<file path="src/hw/rtl/mcpd_pkg.sv">
// shared types and constants for the motor command packet deframer
package mcpd_pkg;

    localparam int MAX_WORDS         = 8;
    localparam int WORD_W            = 32;
    localparam int DEF_MOTOR_COUNT   = 8;
    localparam int CFG_IDX_W         = 2;
    localparam logic [7:0] DEF_HEADER_FIRST  = 8'hAA;
    localparam logic [7:0] DEF_HEADER_SECOND = 8'h55;

    localparam logic [CFG_IDX_W-1:0] CFG_HEADER_FIRST  = 2'd0;
    localparam logic [CFG_IDX_W-1:0] CFG_HEADER_SECOND = 2'd1;

    localparam logic OP_DATA  = 1'b0;
    localparam logic OP_FLUSH = 1'b1;

    typedef enum logic [1:0] {
        PH_HUNT = 2'd0,
        PH_HDR1 = 2'd1,
        PH_DATA = 2'd2
    } t_phase;

    typedef struct packed {
        logic [7:0] first;
        logic [7:0] second;
    } t_hdr;

    typedef struct packed {
        logic                                valid;
        logic                                bank;
        logic [MAX_WORDS-1:0][WORD_W-1:0]    words;
    } t_res;

    typedef struct packed {
        t_phase     phase;
        logic [4:0] count;
    } t_stat;

endpackage

</file>
<file path="src/hw/rtl/mcpd_parse.sv">
// header hunt, payload gathering and bank toggle for one byte per cycle while i_proc is high
module mcpd_parse #(
    parameter int MOTOR_COUNT = mcpd_pkg::DEF_MOTOR_COUNT
) (
    input  logic             i_clk,
    input  logic             i_rst_n,
    input  logic             i_proc,
    input  logic             i_op,
    input  logic [7:0]       i_byte,
    input  mcpd_pkg::t_hdr   i_hdr,
    output mcpd_pkg::t_res   o_res,
    output mcpd_pkg::t_stat  o_stat
);
    import mcpd_pkg::*;

    localparam logic [4:0] LAST = 5'(MOTOR_COUNT * 4 - 1);

    t_phase                          r_phase, n_phase;
    logic [4:0]                      r_count, n_count;
    logic                            r_bank, n_bank;
    logic [MAX_WORDS-1:0][WORD_W-1:0] r_words, n_words;
    logic                            res_valid;

    always_comb begin
        n_phase   = r_phase;
        n_count   = r_count;
        n_bank    = r_bank;
        n_words   = r_words;
        res_valid = 1'b0;
        if (i_proc) begin
            if (i_op == OP_FLUSH) begin
                n_phase = PH_HUNT;
                n_count = '0;
            end else begin
                case (r_phase)
                    PH_HDR1: begin
                        if (i_byte == i_hdr.second) begin
                            n_phase = PH_DATA;
                            n_count = '0;
                        end else if (i_byte == i_hdr.first) begin
                            n_phase = PH_HDR1;
                        end else begin
                            n_phase = PH_HUNT;
                        end
                    end
                    PH_DATA: begin
                        for (int k = 0; k < MAX_WORDS; k++) begin
                            for (int l = 0; l < 4; l++) begin
                                if (k < MOTOR_COUNT && r_count == 5'(k * 4 + l)) begin
                                    n_words[k][l*8 +: 8] = i_byte;
                                end
                            end
                        end
                        if (r_count >= LAST) begin
                            n_bank    = ~r_bank;
                            res_valid = 1'b1;
                            n_phase   = PH_HUNT;
                            n_count   = '0;
                        end else begin
                            n_count = r_count + 5'd1;
                        end
                    end
                    default: begin
                        n_phase = (i_byte == i_hdr.first) ? PH_HDR1 : PH_HUNT;
                    end
                endcase
            end
        end
    end

    always_comb begin
        o_res.valid = res_valid;
        o_res.bank  = n_bank;
        for (int k = 0; k < MAX_WORDS; k++) begin
            o_res.words[k] = (k < MOTOR_COUNT) ? n_words[k] : '0;
        end
        o_stat.phase = r_phase;
        o_stat.count = r_count;
    end

    always_ff @(posedge i_clk) begin
        if (!i_rst_n) begin
            r_phase <= PH_HUNT;
            r_count <= '0;
            r_bank  <= 1'b0;
        end else begin
            r_phase <= n_phase;
            r_count <= n_count;
            r_bank  <= n_bank;
        end
    end

    always_ff @(posedge i_clk) begin
        r_words <= n_words;
    end

endmodule

</file>
<file path="src/hw/rtl/mcpd_out.sv">
// result register on the master side of the stream
module mcpd_out (
    input  logic                                               i_clk,
    input  logic                                               i_rst_n,
    input  mcpd_pkg::t_res                                     i_res,
    input  logic                                               i_m_tready,
    output logic                                               o_m_tvalid,
    output logic [mcpd_pkg::MAX_WORDS*mcpd_pkg::WORD_W-1:0]    o_m_tdata,
    output logic                                               o_m_tuser
);
    import mcpd_pkg::*;

    logic                            r_valid;
    logic [MAX_WORDS*WORD_W-1:0]     r_data;
    logic                            r_bank;

    always_ff @(posedge i_clk) begin
        if (!i_rst_n) begin
            r_valid <= 1'b0;
        end else if (i_res.valid) begin
            r_valid <= 1'b1;
        end else if (i_m_tready) begin
            r_valid <= 1'b0;
        end
    end

    always_ff @(posedge i_clk) begin
        if (i_res.valid) begin
            r_data <= i_res.words;
            r_bank <= i_res.bank;
        end
    end

    assign o_m_tvalid = r_valid;
    assign o_m_tdata  = r_data;
    assign o_m_tuser  = r_bank;

endmodule

</file>
<file path="src/hw/rtl/motor_command_packet_deframer_unit.sv">
// Motor command packet deframer: one received byte or flush event per item,
// one packet of MOTOR_COUNT little-endian 32-bit command words per result.
// An item is taken every clock while the output side keeps up; it sits in the
// input register, is parsed in a single pass against the header and payload
// state, and a completed packet lands in the result register in the cycle
// after its last byte is parsed. The input register holds one more item while
// a result waits, so the rate is one item per cycle while the output keeps up.
// Header bytes are written over the cfg channel (index 0 first byte, index 1
// second byte); unknown indexes are ignored. No clearing pass after reset.
module motor_command_packet_deframer_unit #(
    parameter int MOTOR_COUNT = mcpd_pkg::DEF_MOTOR_COUNT
) (
    input  logic                                               i_clk,
    input  logic                                               i_rst_n,
    // slave side
    input  logic                                               i_s_tvalid,
    output logic                                               o_s_tready,
    input  logic [7:0]                                         i_s_tdata,  // rx_byte
    input  logic                                               i_s_tuser,  // op
    // master side
    output logic                                               o_m_tvalid,
    input  logic                                               i_m_tready,
    // command_0 .. command_7, 32 bits each
    output logic [mcpd_pkg::MAX_WORDS*mcpd_pkg::WORD_W-1:0]    o_m_tdata,
    output logic                                               o_m_tuser,  // bank
    // config write
    input  logic                                               i_cfg_valid,
    output logic                                               o_cfg_ready,
    input  logic [mcpd_pkg::CFG_IDX_W-1:0]                     i_cfg_index,
    input  logic [7:0]                                         i_cfg_data
);
    import mcpd_pkg::*;

    localparam logic [4:0] LAST = 5'(MOTOR_COUNT * 4 - 1);

    logic       r_in_valid;
    logic       r_in_op;
    logic [7:0] r_in_byte;
    t_hdr       r_hdr;
    logic       proc;
    t_res       res;
    t_stat      stat;

    assign proc        = r_in_valid && (!o_m_tvalid || i_m_tready);
    assign o_s_tready  = !r_in_valid || proc;
    assign o_cfg_ready = 1'b1;

    always_ff @(posedge i_clk) begin
        if (!i_rst_n) begin
            r_in_valid <= 1'b0;
        end else if (i_s_tvalid && o_s_tready) begin
            r_in_valid <= 1'b1;
        end else if (proc) begin
            r_in_valid <= 1'b0;
        end
    end

    always_ff @(posedge i_clk) begin
        if (i_s_tvalid && o_s_tready) begin
            r_in_op   <= i_s_tuser;
            r_in_byte <= i_s_tdata;
        end
    end

    always_ff @(posedge i_clk) begin
        if (!i_rst_n) begin
            r_hdr.first  <= DEF_HEADER_FIRST;
            r_hdr.second <= DEF_HEADER_SECOND;
        end else if (i_cfg_valid && o_cfg_ready) begin
            case (i_cfg_index)
                CFG_HEADER_FIRST:  r_hdr.first  <= i_cfg_data;
                CFG_HEADER_SECOND: r_hdr.second <= i_cfg_data;
                default: ;
            endcase
        end
    end

    mcpd_parse #(
        .MOTOR_COUNT(MOTOR_COUNT)
    ) u_parse (
        .i_clk  (i_clk),
        .i_rst_n(i_rst_n),
        .i_proc (proc),
        .i_op   (r_in_op),
        .i_byte (r_in_byte),
        .i_hdr  (r_hdr),
        .o_res  (res),
        .o_stat (stat)
    );

    mcpd_out u_out (
        .i_clk     (i_clk),
        .i_rst_n   (i_rst_n),
        .i_res     (res),
        .i_m_tready(i_m_tready),
        .o_m_tvalid(o_m_tvalid),
        .o_m_tdata (o_m_tdata),
        .o_m_tuser (o_m_tuser)
    );

    // flush item always returns to hunt
    a_flush_hunt: assert property (@(posedge i_clk) disable iff (!i_rst_n)
        proc && r_in_op == OP_FLUSH |=> stat.phase == PH_HUNT && stat.count == 5'd0)
        else $error("flush did not return to hunt");

    // a packet completes only on the last payload byte
    a_res_last: assert property (@(posedge i_clk) disable iff (!i_rst_n)
        res.valid |-> proc && r_in_op == OP_DATA && stat.phase == PH_DATA
                      && stat.count == LAST)
        else $error("packet completed early");

    // payload count never passes the packet length
    a_count_range: assert property (@(posedge i_clk) disable iff (!i_rst_n)
        stat.count <= LAST)
        else $error("payload count out of range");

    // each packet flips the bank
    a_bank_toggle: assert property (@(posedge i_clk) disable iff (!i_rst_n)
        res.valid |=> o_m_tvalid && o_m_tuser == !$past(u_parse.r_bank))
        else $error("bank not toggled");

endmodule
</file>
<file path="config.mk">
export PLATFORM = sky130hd
export DESIGN_NAME = motor_command_packet_deframer_unit
export DESIGN_NICKNAME = d
export VERILOG_FILES = /design/src/hw/rtl/mcpd_pkg.sv /design/src/hw/rtl/mcpd_parse.sv /design/src/hw/rtl/mcpd_out.sv /design/src/hw/rtl/motor_command_packet_deframer_unit.sv
export SDC_FILE = /design/constraint.sdc
export NUM_CORES = 1
export LEC_CHECK = 0
export BUFFER_PORTS_ARGS = -buffer_cell sky130_fd_sc_hd__buf_2
export CAP_MARGIN = 20
export CORE_MARGIN = 4
export CORE_UTILIZATION = 25
export DETAILED_ROUTE_END_ITERATION = 16
export PLACE_DENSITY = 0.49
export SLEW_MARGIN = 15
export SYNTH_ARGS = -nofsm -noshare
export SYNTH_HDL_FRONTEND = slang
export SYNTH_SLANG_ARGS = --single-unit
export TNS_END_PERCENT = 100
</file>
<file path="constraint.sdc">
create_clock -name i_clk -period 14.3 [get_ports i_clk]
set_input_delay 0.715 -clock i_clk [delete_from_list [all_inputs] [get_ports i_clk]]
set_output_delay 0.715 -clock i_clk [all_outputs]
set_load 0.05 [all_outputs]
</file>
==> results.toml, run 1 <==
[placed_design]
dpl-instance-area_um2 = 20400
place_ws_ns = 9.99
dp_hpwl_mm = 30.3
routabilityCongestion = 0.743
io_buffers = 282
dpl.cell_count = 2207

[detailed_routing]
via_per_inst = 4.05
final_antenna_net_count = 0
drt_iter0_drc = 500
drc = 0
num_vias = 9395
drt-pass1-iter-count = 4
highest_layer = "met5"
wl_met3_mm = 3.15
wl_per_cell_um = 19.9
wl_mm = 46.1
met2WireLength_mm = 22.4
wl_met1_mm = 19.5

[logic_synthesis]
syn_inst = 1016
synth_top_family_by_area = "multiplexers"
synth_fa_ha_area_share_pct = 0.560
yosysSeqAreaShare_pct = 76.2
yosysWarnings = 0
syn_area_um2 = 17900
ys_seq_elements = 548
synth_edf_count = 266
synthMuxAreaShare_pct = 17.0
ys.flop_type = "dfxtp_1"
synth_xor_area_share_pct = 0.875
async_flop_share_pct = 0
synth_compound_area_share_pct = 0.791
syn_avg_cell_area_um2 = 17.6
ys_types = 48
yosys.area_share.simple_pct = 3.25
synth_fp_nets = 1048

[cts]
clk_pin_slew_worst_paths_ns = 0.06
cts_resized = 0
post_cts_buffers = 0
clockRootBuffer = "clkbuf_16"
postCtsHoldBufs = 0
numClockSinks = 548
cts_buffers = 57
htree_levels = 2
clock_path_buffers = 3
insertion_delay_ns = 0.63
tritoncts = "built"

[sta]
slew-limit-headroom_pct = 29.1
period_needed_ns = 4.22
setup_viol = 0
fin_ws_ns = 10.08
skew_ns = 0.0489
finalCritPeriodShare_pct = 29.5
worstMarginPinSlew_ns = 1.06
max_freq_mhz = 237
report.final.slew_viol_count = 0
finalSetupTns_ns = 0
finalHoldViolCount = 0
rsz0062_at_grt = "no"

[outcome]
outcome = "completed"

[layout]
design_area_um2 = 22300
final_util_pct = 31.7
final_cell_mix = "buf_2 (282), dfxtp_1 (282), edfxtp_1 (266)"
final_nets = 1358
drive_gt1_share_pct = 48.3
stdcell_count = 2317
area_delta_synth_final_pct = 24.9

[power]
combPwrFrac_pct = 1.4
clkPwrFrac_pct = 46.7
peakVddDrop_mv = 0.0833
p_sw_uw = 661
p_leak_uw = 0.00794
cellPowerDensity_nw_per_um2 = 142
intPower_uw = 2510
swShare_pct = 20.8
seqPwrFrac_pct = 51.8

[critical_path]
crit_path_frequent_cell = "buf_4"
critPathSlowestCell = "buf_4"
startpoint_type = "register"
crit_fanout = 77
worstReg2RegEnd = "u_out.o_m_tdata[161]$_DFFE_PP_"
worstPathRequired_ns = 14.52
crit_start = "u_parse.r_count[1]$_SDFFE_PN0P_"
crit_end = "u_out.o_m_tdata[161]$_DFFE_PP_"
path_cells = "ha_1, and3_1, ha_1, inv_1, a21oi_4, buf_4, buf_4, buf_4"
end_kind = "register"
cpPeakStageDelay_ns = 0.90
r2r_setup_slack_ns = 10.08
worstPathArrival_ns = 4.44
path_class = "register to register"
reg2reg_from = "u_parse.r_count[1]$_SDFFE_PN0P_"
ff2ff_path_depth = 8

[floorplanning]
rows = 97
core_area_um2 = 70500
die_x_um = 275
start_util_pct = 25.4
dieArea_um2 = 75900
die_h_um = 275
ios = 284

[global_routing]
grt_remaining_overflow = 0
grt_max_degree = 80
grt_pass1_vias = 9811
grt_usage_pct = 11.9
grt_pass1_wl_mm = 66.3
grt_antenna_before_repair = 6

[job]
drv_cap = 0

[hold_path]
hold_class = "input pin to register"
stage by stage:
step / power (uW) / hold slack (ns)
2_1_floorplan: 1700 / 0.446
3_3_place_gp: 1720 / 0.452
3_5_place_dp: 1730 / 0.457
4_1_cts: 3230 / 0.210
5_1_grt: 3290 / 0.222
6_report: 3170 / 0.263
layout make-up:
class,instances,area [um2]
Tap cell,940,1180
Fill cell,6928,48200
Antenna cell,2,5.00
Clock buffer,83,1610
Timing Repair Buffer,296,1540
Multi-Input combinational cell,417,4040
Inverter,6,22.5
Sequential cell,548,13600
Clock inverter,25,313
power by group through the flow:
stage	Sequential, uW	Clock [uW]	Combinational [uW]
floorplan	1670	0	27.9
global placement	1680	0	45.0
detailed placement	1680	0	48.4
CTS	1640	1530	48.5
global route	1640	1600	50.5
finish	1640	1480	45.4
critical path: cells and delay by family (launching register included):
kind	cells	cell delay [ns]
buf+inv	4	2.27
simple gates	1	0.26
fa+ha+maj	2	0.63
flops	1	0.40
compound gates	1	0.14
sequential cells by signal (all words and copies together) (netlist names):
signal            flops
u_parse.r_bank        1
u_parse.r_words     256
u_out.o_m_tvalid      1
u_out.o_m_tdata     256
u_out.o_m_tuser       1
r_in_valid            1
r_in_op               1
u_parse.r_phase       2
r_in_byte             8
u_parse.r_count       5
r_hdr                16
metal layers:
layer | vias up | track usage (%)
met5 | - | 0
met4 | 6 | 3.21
met3 | 73 | 3.78
met2 | 226 | 20.1
met1 | 4752 | 14.6
li1 | 4338 | -
cell families (layout without fill, tap and decap cells):
family / count (synthesis) / in the layout
fa+ha+maj: 8 / 8
mux: 272 / 272
xor+xnor: 17 / 17
other cells: 1 / 3
buf+inv: 51 / 410
flops: 548 / 548
simple gates: 103 / 103
compound gates: 16 / 16
how the worst min path moves through the flow:
stage	startpoint	end	depth (start not counted)
floorplan	u_parse.r_words[0]$_DFF_P_	u_parse.r_words[0]$_DFF_P_	1
global placement	u_parse.r_words[72]$_DFF_P_	u_parse.r_words[72]$_DFF_P_	1
detailed placement	u_parse.r_words[236]$_DFF_P_	u_parse.r_words[236]$_DFF_P_	1
CTS	i_s_tuser	r_in_op$_DFFE_PP_	1
global route	i_s_tdata[4]	r_in_byte[4]$_DFFE_PP_	1
finish	i_s_tdata[4]	r_in_byte[4]$_DFFE_PP_	1
Yosys cell counts, types with 2 or more instances:
cell      count  area share [%]
a21oi_1       3           0.084
and2_1        2           0.070
and3_1        4            0.14
and4_1        2           0.098
buf_1         3           0.063
buf_2         7            0.20
buf_4         2           0.084
buf_6         2            0.13
clkbuf_1     31            0.65
dfxtp_1     282              32
edfxtp_1    266              45
ha_1          8            0.56
inv_1         5            0.10
mux2_2      256              16
mux2i_1      16            0.90
nand2_1      32            0.67
nand2_2      11            0.38
nand2b_1      3            0.10
nand3_1       4            0.11
nand3_2       3            0.17
nand4_1       4            0.14
nand4_2       3            0.21
nor2_1       10            0.21
nor2b_1      12            0.42
nor3_1        2           0.056
nor3b_1       3            0.13
o21a_1        4            0.17
or3_1         2           0.070
xnor2_1      12            0.59
xor2_1        4            0.20
(Power assumes the default switching activity.)
==> run 2, diff against run 1 <==
--- a/config.mk
+++ b/config.mk
@@ -10,7 +10,7 @@
 export CORE_MARGIN = 4
 export CORE_UTILIZATION = 25
 export DETAILED_ROUTE_END_ITERATION = 16
-export PLACE_DENSITY = 0.49
+export PLACE_DENSITY = 0.48
 export SLEW_MARGIN = 15
 export SYNTH_ARGS = -nofsm -noshare
 export SYNTH_HDL_FRONTEND = slang
==> constraint.sdc (replaced) <==
create_clock -name i_clk -period 4 [get_ports i_clk]
set_input_delay 0.2 -clock i_clk [delete_from_list [all_inputs] [get_ports i_clk]]
set_output_delay 0.2 -clock i_clk [all_outputs]
set_load 0.05 [all_outputs]
==> run 2 against run 1 <==
  * Clock power rose to 3.7 times the previous value
  * Flip-flop and latch count stayed put
  * First-iteration DRC count shrank 14%
  * Register-to-register slack got worse by 8.7 ns
  * Core utilization rose by 0.61 points
  * Non-clock buffer count rose by 31
  * Clock-buffer cell count grew 5
  * Combinational power rose to 4.6 times the previous value
  * Critical endpoint is now u_out.o_m_tdata[215]$_DFFE_PP_
  * Largest cell class unchanged
  * Highest routed layer is now met4
==> results.toml, run 2 (synthesized netlist as in run 1, its figures left out) <==
[outcome]
outcome = "completed"

[floorplanning]
core_area_um2 = 70500
ios = 284
dieArea_um2 = 75900
rows = 97
die_x_um = 275
start_util_pct = 25.4
die_h_um = 275

[cts]
post_cts_buffers = 0
clockRootBuffer = "clkbuf_16"
clk_pin_slew_worst_paths_ns = 0.06
cts_resized = 0
clock_path_buffers = 3
tritoncts = "built"
numClockSinks = 548
cts_buffers = 59
insertion_delay_ns = 0.62
htree_levels = 2

[detailed_routing]
via_per_inst = 4.02
wl_mm = 47.0
drt_iter0_drc = 428
final_antenna_net_count = 0
drc = 0
drt-pass1-iter-count = 4
wl_per_cell_um = 20.0
num_vias = 9457

[hold_path]
min_to = "r_hdr[11]$_SDFFE_PN1P_"
hp-start = "i_cfg_index[1]"
holdPathStages = 5
hold_class = "input pin to register"

[critical_path]
crit_buf_inv = 1
crit_fanout = 8
critPathSlowestCell = "nor2_1"
worstPathRequired_ns = 4.35
cpPeakStageDelay_ns = 0.67
path_cells = "inv_1, ha_1, nor2b_2, nand4_1, nor2_1, nand2_2, mux2_2"
crit_family = "simple AND/OR/NAND/NOR gates"
end_kind = "register"
r2r_setup_slack_ns = 1.37
reg2reg_from = "u_parse.r_phase[0]$_SDFFE_PN0P_"
crit_start = "u_parse.r_phase[0]$_SDFFE_PN0P_"
worstPathArrival_ns = 2.97
path_class = "register to register"
ff2ff_path_depth = 7
startpoint_type = "register"
worstReg2RegEnd = "u_out.o_m_tdata[215]$_DFFE_PP_"

[sta]
skew_ns = 0.0205
finalSetupTns_ns = 0
slew-limit-headroom_pct = 45.1
finalHoldViolCount = 0
fin_ws_ns = 1.37
max_freq_mhz = 380
report.final.slew_viol_count = 0
rsz0062_at_grt = "no"
finalCritPeriodShare_pct = 65.7
worstMarginPinSlew_ns = 0.824
period_needed_ns = 2.63
setup_viol = 0

[power]
power_uw = 11600
cellPowerDensity_nw_per_um2 = 509
peakVddDrop_mv = 0.312
p_leak_uw = 0.00810

[layout]
multi_input_area_um2 = 4050
stdcell_count = 2352
fillCellCount = 6882
area_delta_synth_final_pct = 27.3
drive_gt1_share_pct = 47.7
layout_commonest_cell = "buf_2"
final_nets = 1391
final_cell_mix = "buf_2 (282), dfxtp_1 (280), edfxtp_1 (266)"
final-seq-area_um2 = 13600

[placed_design]
dpl.cell_count = 2210
io_buffers = 282
dp_hpwl_mm = 30.2
place_ws_ns = 1.35
routabilityCongestion = 0.719

[global_routing]
grt_usage_pct = 12.2
grt_max_degree = 131
grt_antenna_before_repair = 2
grt_remaining_overflow = 0
grt_pass1_wl_mm = 67.7
grt_pass1_vias = 9945

[job]
drv_cap = 0
[run 2: cell types whose count changed in the layout (fill, tap and decap cells not counted), sizes merged]
cell and delta:
buf +3, bufinv +2, clkbuf +5, clkinv -4, clkinvlp -1, diode +1, dlygate4sd3 +28, inv +1
[run 2: final cells by class]
type	count	area share [%]
multi-input combinational	417	17.8
timing repair buffer	327	8.16
inverter	6	0.0989
antenna	3	0.0330
tap	940	5.17
sequential	548	59.9
clock inverter	23	1.52
clock buffer	88	7.32
[run 2: per-stage QoR]
step                      utilization (%)  instance area [um2]  hold slack, ns
final                                32.3                22800           0.129
after global routing                 32.3                22800           0.105
after CTS                            32.3                22800          0.0735
after detailed placement             29.0                20500           0.379
after global placement               29.0                20500           0.380
after floorplan                         -                17900           0.299
[run 2: routing by layer]
metal	vias up	share of wire (%)	track usage (%)
met4	0	2.2	3.46
met5	-	0	0
met3	69	6.4	3.45
met2	218	49	20.8
li1	4395	-	-
met1	4775	42	15.0
[run 2: tightest hold or removal path, stage by stage]
cell     delay (ns)
buf_2          0.09
nor3b_1        0.04
buf_4          0.18
mux2i_1        0.14
nand2_1        0.06
[run 2: how the worst max path moves through the flow]
stage	end	slack (ns)	cells after the start
floorplan	u_out.o_m_tuser$_DFFE_PP_	-1.81	7
global placement	u_out.o_m_tdata[197]$_DFFE_PP_	1.38	7
detailed placement	u_out.o_m_tdata[195]$_DFFE_PP_	1.35	7
CTS	u_out.o_m_tdata[213]$_DFFE_PP_	1.33	7
global route	u_out.o_m_tdata[215]$_DFFE_PP_	1.26	5
finish	u_out.o_m_tdata[215]$_DFFE_PP_	1.37	7
[run 2: report_power, final]
group / internal, uW / switching [uW] / total, uW
Clock: 3290 / 2230 / 5530
Sequential: 5840 / 12.9 / 5860
Combinational: 61.4 / 147 / 208
[run 2: repair_timing]
item,CTS,global route
hold buffers,28,0
endpoints found under the setup margin,0,0
hold endpoints to repair,27,0
